<file path="src/hdl/raised_cosine_ramp_core_assert.svh">
// Assertion macros for the raised-cosine ramp core.
// Depends on nothing; included by the top level.
`ifndef RAISED_COSINE_RAMP_CORE_ASSERT_SVH
`define RAISED_COSINE_RAMP_CORE_ASSERT_SVH

// same-cycle implication, disabled in reset
`define RCR_ASSERT_SAME(label, clk, rst, ante, cons, msg) \
   label: assert property (@(posedge clk) disable iff (rst) (ante) |-> (cons)) \
      else $error(msg);

// fixed-delay implication, disabled in reset
`define RCR_ASSERT_DELAY(label, clk, rst, ante, dly, cons, msg) \
   label: assert property (@(posedge clk) disable iff (rst) (ante) |-> ##(dly) (cons)) \
      else $error(msg);

`endif

</file>
<file path="src/hdl/rcr_pkg.sv">
// Shared constants and the CORDIC arctangent table for the raised-cosine ramp.
// Depends on nothing.
`default_nettype none
package rcr_pkg;
   localparam int ANG_BITS  = 31;            // binary angle, pi = 2^31
   localparam int XY_BITS   = 33;            // CORDIC x/y, Q30 with headroom
   localparam int Z_BITS    = 32;            // CORDIC residual angle
   localparam int TABLE_LEN = 30;
   localparam logic signed [XY_BITS-1:0] GAIN_Q30 = 33'sd652032874;
   localparam logic signed [XY_BITS-1:0] ONE_Q30  = 33'sd1073741824;
   localparam logic [ANG_BITS:0] ANG_PI      = 32'h8000_0000;
   localparam logic [ANG_BITS:0] ANG_HALF_PI = 32'h4000_0000;

   // arctangent of 2^-i, pi = 2^30 scale
   function automatic logic signed [Z_BITS-1:0] atan_half(input int idx);
      logic [31:0] t;
      case (idx)
         0: t = 32'h20000000;  1: t = 32'h12E4051E;  2: t = 32'h09FB385B;
         3: t = 32'h051111D4;  4: t = 32'h028B0D43;  5: t = 32'h0145D7E1;
         6: t = 32'h00A2F61E;  7: t = 32'h00517C55;  8: t = 32'h0028BE53;
         9: t = 32'h00145F2F; 10: t = 32'h000A2F98; 11: t = 32'h000517CC;
         12: t = 32'h00028BE6; 13: t = 32'h000145F3; 14: t = 32'h0000A2F9;
         15: t = 32'h0000517C; 16: t = 32'h000028BE; 17: t = 32'h0000145F;
         18: t = 32'h00000A2F; 19: t = 32'h00000517; 20: t = 32'h0000028B;
         21: t = 32'h00000145; 22: t = 32'h000000A2; 23: t = 32'h00000051;
         24: t = 32'h00000028; 25: t = 32'h00000014; 26: t = 32'h0000000A;
         27: t = 32'h00000005; 28: t = 32'h00000002; 29: t = 32'h00000001;
         default: t = 32'h0;
      endcase
      return $signed(t >> 1);
   endfunction
endpackage
`default_nettype wire

</file>
<file path="src/hdl/rcr_cordic_cell.sv">
// One CORDIC rotation-mode cell with a fixed shift.
// Depends on rcr_pkg.
`default_nettype none
module rcr_cordic_cell #(
   parameter int STAGE = 0
) (
   input  wire logic                              clock,
   input  wire logic signed [rcr_pkg::XY_BITS-1:0] x_i,
   input  wire logic signed [rcr_pkg::XY_BITS-1:0] y_i,
   input  wire logic signed [rcr_pkg::Z_BITS-1:0]  z_i,
   input  wire logic                              flip_i,
   output logic signed      [rcr_pkg::XY_BITS-1:0] x_o,
   output logic signed      [rcr_pkg::XY_BITS-1:0] y_o,
   output logic signed      [rcr_pkg::Z_BITS-1:0]  z_o,
   output logic                                   flip_o
);
   localparam logic signed [rcr_pkg::Z_BITS-1:0] ATAN = rcr_pkg::atan_half(STAGE);
   logic signed [rcr_pkg::XY_BITS-1:0] dx;
   logic signed [rcr_pkg::XY_BITS-1:0] dy;

   assign dx = y_i >>> STAGE;
   assign dy = x_i >>> STAGE;

   // rotate toward zero residual angle
   always_ff @(posedge clock) begin
      if (z_i >= 0) begin
         x_o <= x_i - dx;
         y_o <= y_i + dy;
         z_o <= z_i - ATAN;
      end else begin
         x_o <= x_i + dx;
         y_o <= y_i - dy;
         z_o <= z_i + ATAN;
      end
      flip_o <= flip_i;
   end
endmodule
`default_nettype wire

</file>
<file path="config.mk">
export PLATFORM = sky130hd
export DESIGN_NAME = rcr_cordic_cell
export DESIGN_NICKNAME = d
export VERILOG_FILES = /design/src/hdl/raised_cosine_ramp_core_assert.svh /design/src/hdl/rcr_pkg.sv /design/src/hdl/rcr_cordic_cell.sv
export SDC_FILE = /design/constraint.sdc
export NUM_CORES = 1
export LEC_CHECK = 0
export BUFFER_PORTS_ARGS = -buffer_cell sky130_fd_sc_hd__buf_2
export CORE_ASPECT_RATIO = 1.25
export CORE_MARGIN = 1.5
export CORE_UTILIZATION = 56
export CTS_BUF_LIST = sky130_fd_sc_hd__clkbuf_2 sky130_fd_sc_hd__clkbuf_4 sky130_fd_sc_hd__clkbuf_8
export DETAILED_ROUTE_END_ITERATION = 6
export PLACE_DENSITY = 0.84
export SETUP_SLACK_MARGIN = 0.3
export SYNTH_ARGS = -nofsm -noshare
export SYNTH_HDL_FRONTEND = slang
export SYNTH_SLANG_ARGS = --single-unit
</file>
<file path="constraint.sdc">
create_clock -name clock -period 3.61 [get_ports clock]
set_input_delay 0.722 -clock clock [delete_from_list [all_inputs] [get_ports clock]]
set_output_delay 0.722 -clock clock [all_outputs]
set_load 0.005 [all_outputs]
</file>
==> results.py <==
metrics = {
    "synthesis": {
        "yosysWarnings": 0,
        "synthArstFlopShare_pct": 0,
        "syn-num-nets": 1146,
        "yosysSeqAreaShare_pct": 25.8,
        "synth_enable_flop_cells": 0,
        "ys_seq_elements": 98,
        "syn_area_per_cell_um2": 8.06,
        "ys.flop_type": "dfxtp_1",
        "synth_cell_types": 71,
        "netlist_instances": 944,
        "syn_area_um2": 7610,
    },
    "cells_and_area": {
        "areaGrowthSynthToFinish_pct": 19.3,
        "finish.utilization_pct": 68.6,
        "final_nets": 1344,
        "fillers": 1189,
        "final_area_um2": 9080,
        "final_cells": 1318,
        "n_antenna_cell": 0,
        "final_layout_size_suffix_gt1_share_pct": 23.5,
    },
    "pwr": {
        "pwr-share-comb_pct": 39.5,
        "power_density_nw_per_um2": 385,
        "switching_share_pct": 36.8,
        "ir_worst_vdd_uv": 238,
        "leakagePower_nw": 4.44,
        "p_clk_share_pct": 22.3,
        "internal_power_mw": 2.21,
        "p_sw_mw": 1.29,
        "share_seq_of_total_power_pct": 38.2,
        "total_power_mw": 3.50,
    },
    "floorplan": {
        "fp.dieH_um": 133,
        "fp.coreArea_um2": 13200,
        "ios": 199,
        "die_w_um": 107,
        "die-area_um2": 14300,
        "rows": 47,
        "start_util_pct": 57.5,
    },
    "grt": {
        "grt_start_max_net_pins": 74,
        "grt_usage_pct": 31.1,
        "overflow": 0,
        "grt_pass1_wl_um": 35700,
        "antenna_found_initial": 0,
        "grt_pass1_vias": 7511,
    },
    "sta": {
        "rsz0062_at_grt": "true",
        "fin_crit_sh_pct": 87.6,
        "finalSetupViolCount": 0,
        "maxSlewHeadroom_pct": 45.6,
        "clock.fmax_mhz": 316,
        "final_hold_viol_count": 0,
        "period_minus_slack_ns": 3.16,
        "drv_slew": 0,
        "hold_ws_ns": 0.436,
        "worstMarginPinSlew_ns": 0.816,
        "setup_slack_ns": 0.447,
        "tns_ns": 0,
    },
    "clocking": {
        "numCtsBuffers": 9,
        "path_clk_slew_ns": 0.10,
        "post-cts-setup-buffers": 0,
        "cts_buffer_depth": 2,
        "cts_tree": "built",
        "htree_levels": 3,
        "cts.sinks": 98,
        "cts_hold_buf": 0,
        "clock-root-buffer": "clkbuf_8",
    },
    "place": {
        "pre_cts_slack_ns": 0.0303,
        "placed_cells": 1302,
        "gp_congestion": 0.989,
        "io_buffers": 198,
        "place_area_um2": 8840,
        "hpwlAfterDp_um": 18200,
    },
    "worst_setup_path": {
        "crit_start": "x_i[0]",
        "worstSetupStartpointType": "primary input",
        "crit_path_end_kind": "flop",
        "crit_fanout": 3,
        "crit_arrival_ns": 3.43,
        "worstPathRequired_ns": 3.88,
        "crit_type": "primary input to flop",
    },
    "min_path": {
        "worstHoldStart": "z_i[10]",
        "whs_endpoint": "z_o[10]$_DFF_P_",
        "min_path_type": "primary input to flop",
        "hold_path_depth": 1,
    },
    "run": {
        "drv_cap": 0,
    },
    "drt": {
        "wl_per_cell_um": 17.1,
        "ant_nets": 0,
        "via_per_inst": 5.90,
        "drt-initial-drc-count": 570,
        "dr_total_vias": 7779,
        "remaining_drc_errors": 0,
        "postRouteWirelength_um": 22600,
        "firstDrtPassIters": 7,
    },
    "status": {
        "outcome": "complete, no violations",
    },
}
==> cells in the final DEF, fill, tap and decap left out, types with 6 or more instances in the layout <==
| cell type | instances |
|---|---|
| a211oi_1 | 15 |
| a21o_1 | 20 |
| a21oi_1 | 114 |
| a31oi_1 | 11 |
| buf_2 | 198 |
| buf_4 | 30 |
| clkbuf_8 | 9 |
| dfxtp_1 | 98 |
| ha_1 | 98 |
| inv_1 | 96 |
| mux2i_1 | 20 |
| nand2_1 | 46 |
| nand2b_1 | 9 |
| nand3_1 | 14 |
| nand4_1 | 9 |
| nor2_1 | 86 |
| nor2b_1 | 11 |
| nor3_1 | 10 |
| nor4_1 | 7 |
| o211ai_1 | 9 |
| o21a_1 | 7 |
| o21ai_0 | 42 |
| o21ai_1 | 10 |
| o21bai_1 | 17 |
| o31ai_1 | 6 |
| xnor2_1 | 55 |
| xor2_1 | 8 |
==> power groups by stage <==
| stage | logic, mW | registers [mW] | clock network (mW) |
|---|---|---|---|
| finish | 1.38 | 1.34 | 0.778 |
| CTS | 1.36 | 1.34 | 0.802 |
| global placement | 1.33 | 1.36 | 0 |
| floorplan | 0.792 | 1.38 | 0 |
| detailed placement | 1.35 | 1.36 | 0 |
| global route | 1.50 | 1.35 | 0.841 |
==> sequential cells by signal (all words and copies together) (netlist names) <==
signal / count
z_o: 32
x_o: 33
y_o: 32
flip_o: 1
==> timing repair <==
item / CTS / global route
setup endpoints to repair: 0 / 7
hold endpoints to repair: 0 / 0
resized for setup: 0 / 4
==> Yosys cell counts (3+ instances only) <==
| cell | number | share of area [%] |
|---|---|---|
| a211o_1 | 4 | 0.46 |
| a211oi_1 | 16 | 1.6 |
| a21o_1 | 20 | 2.0 |
| a21oi_1 | 114 | 7.5 |
| a311oi_1 | 4 | 0.46 |
| a31o_2 | 3 | 0.35 |
| a31oi_1 | 11 | 0.90 |
| and2_1 | 3 | 0.25 |
| and3_1 | 3 | 0.25 |
| buf_1 | 7 | 0.35 |
| buf_2 | 14 | 0.92 |
| buf_4 | 4 | 0.39 |
| clkbuf_1 | 15 | 0.74 |
| dfxtp_1 | 98 | 26 |
| fa_1 | 4 | 1.1 |
| ha_1 | 98 | 16 |
| inv_1 | 96 | 4.7 |
| inv_2 | 3 | 0.15 |
| mux2i_1 | 20 | 2.6 |
| nand2_1 | 46 | 2.3 |
| nand2b_1 | 9 | 0.74 |
| nand3_1 | 14 | 0.92 |
| nand4_1 | 9 | 0.74 |
| nor2_1 | 86 | 4.2 |
| nor2b_1 | 11 | 0.90 |
| nor3_1 | 10 | 0.66 |
| nor4_1 | 7 | 0.58 |
| o2111ai_1 | 5 | 0.58 |
| o211ai_1 | 9 | 0.89 |
| o21a_1 | 7 | 0.69 |
| o21ai_0 | 42 | 2.8 |
| o21ai_1 | 10 | 0.66 |
| o21bai_1 | 17 | 1.7 |
| o22ai_1 | 5 | 0.41 |
| o2bb2ai_1 | 3 | 0.35 |
| o31a_1 | 5 | 0.58 |
| o31ai_1 | 6 | 0.59 |
| xnor2_1 | 55 | 6.3 |
| xor2_1 | 8 | 0.92 |
==> how the worst max path moves through the flow <==
stage / to / cells after the start
after floorplan: x_o[32]$_DFF_P_ / 12
final: x_o[30]$_DFF_P_ / 14
after CTS: y_o[32]$_DFF_P_ / 12
after detailed placement: y_o[32]$_DFF_P_ / 12
after global placement: y_o[32]$_DFF_P_ / 12
after global routing: x_o[32]$_DFF_P_ / 12
==> metal layers <==
layer,routed length (um),global-route usage (%)
met1,8470,37.3
met2,11100,53.6
met3,1940,4.40
met4,1070,16.1
met5,0,0
==> cell type report <==
| cell class | instances | area (um2) | area share [%] |
|---|---|---|---|
| well taps | 171 | 214 | 2.36 |
| clock buffers | 9 | 124 | 1.36 |
| clock inverters | 7 | 90.1 | 0.992 |
| inverters | 101 | 379 | 4.18 |
| flip-flops and latches | 98 | 1960 | 21.6 |
| multi-input cells | 704 | 5090 | 56.1 |
| repair buffers | 228 | 1220 | 13.4 |
==> logic make-up (layout without fill, tap and decap cells) <==
kind of cell / Yosys count / after routing / share of synthesized area, %
adders and majority gates: 102 / 102 / 17.2
buffers and inverters: 142 / 345 / 7.53
AOI/OAI and AO/OA: 305 / 305 / 25.9
DFF: 98 / 98 / 25.8
muxes: 20 / 20 / 2.63
and+or+nand+nor: 214 / 214 / 13.7
xor gates and xnor gates: 63 / 63 / 7.25
==> critical path: stages <==
cell	delay, ns
buf_2	0.11
inv_1	0.05
ha_1	0.22
fa_1	0.37
nand2b_1	0.19
a211oi_2	0.19
buf_4	0.15
o211ai_1	0.14
a31oi_1	0.28
a21oi_1	0.13
o21a_1	0.21
a2111oi_1	0.40
a31oi_1	0.10
xnor2_1	0.17
Note: power is estimated with default switching activity, not from simulation.
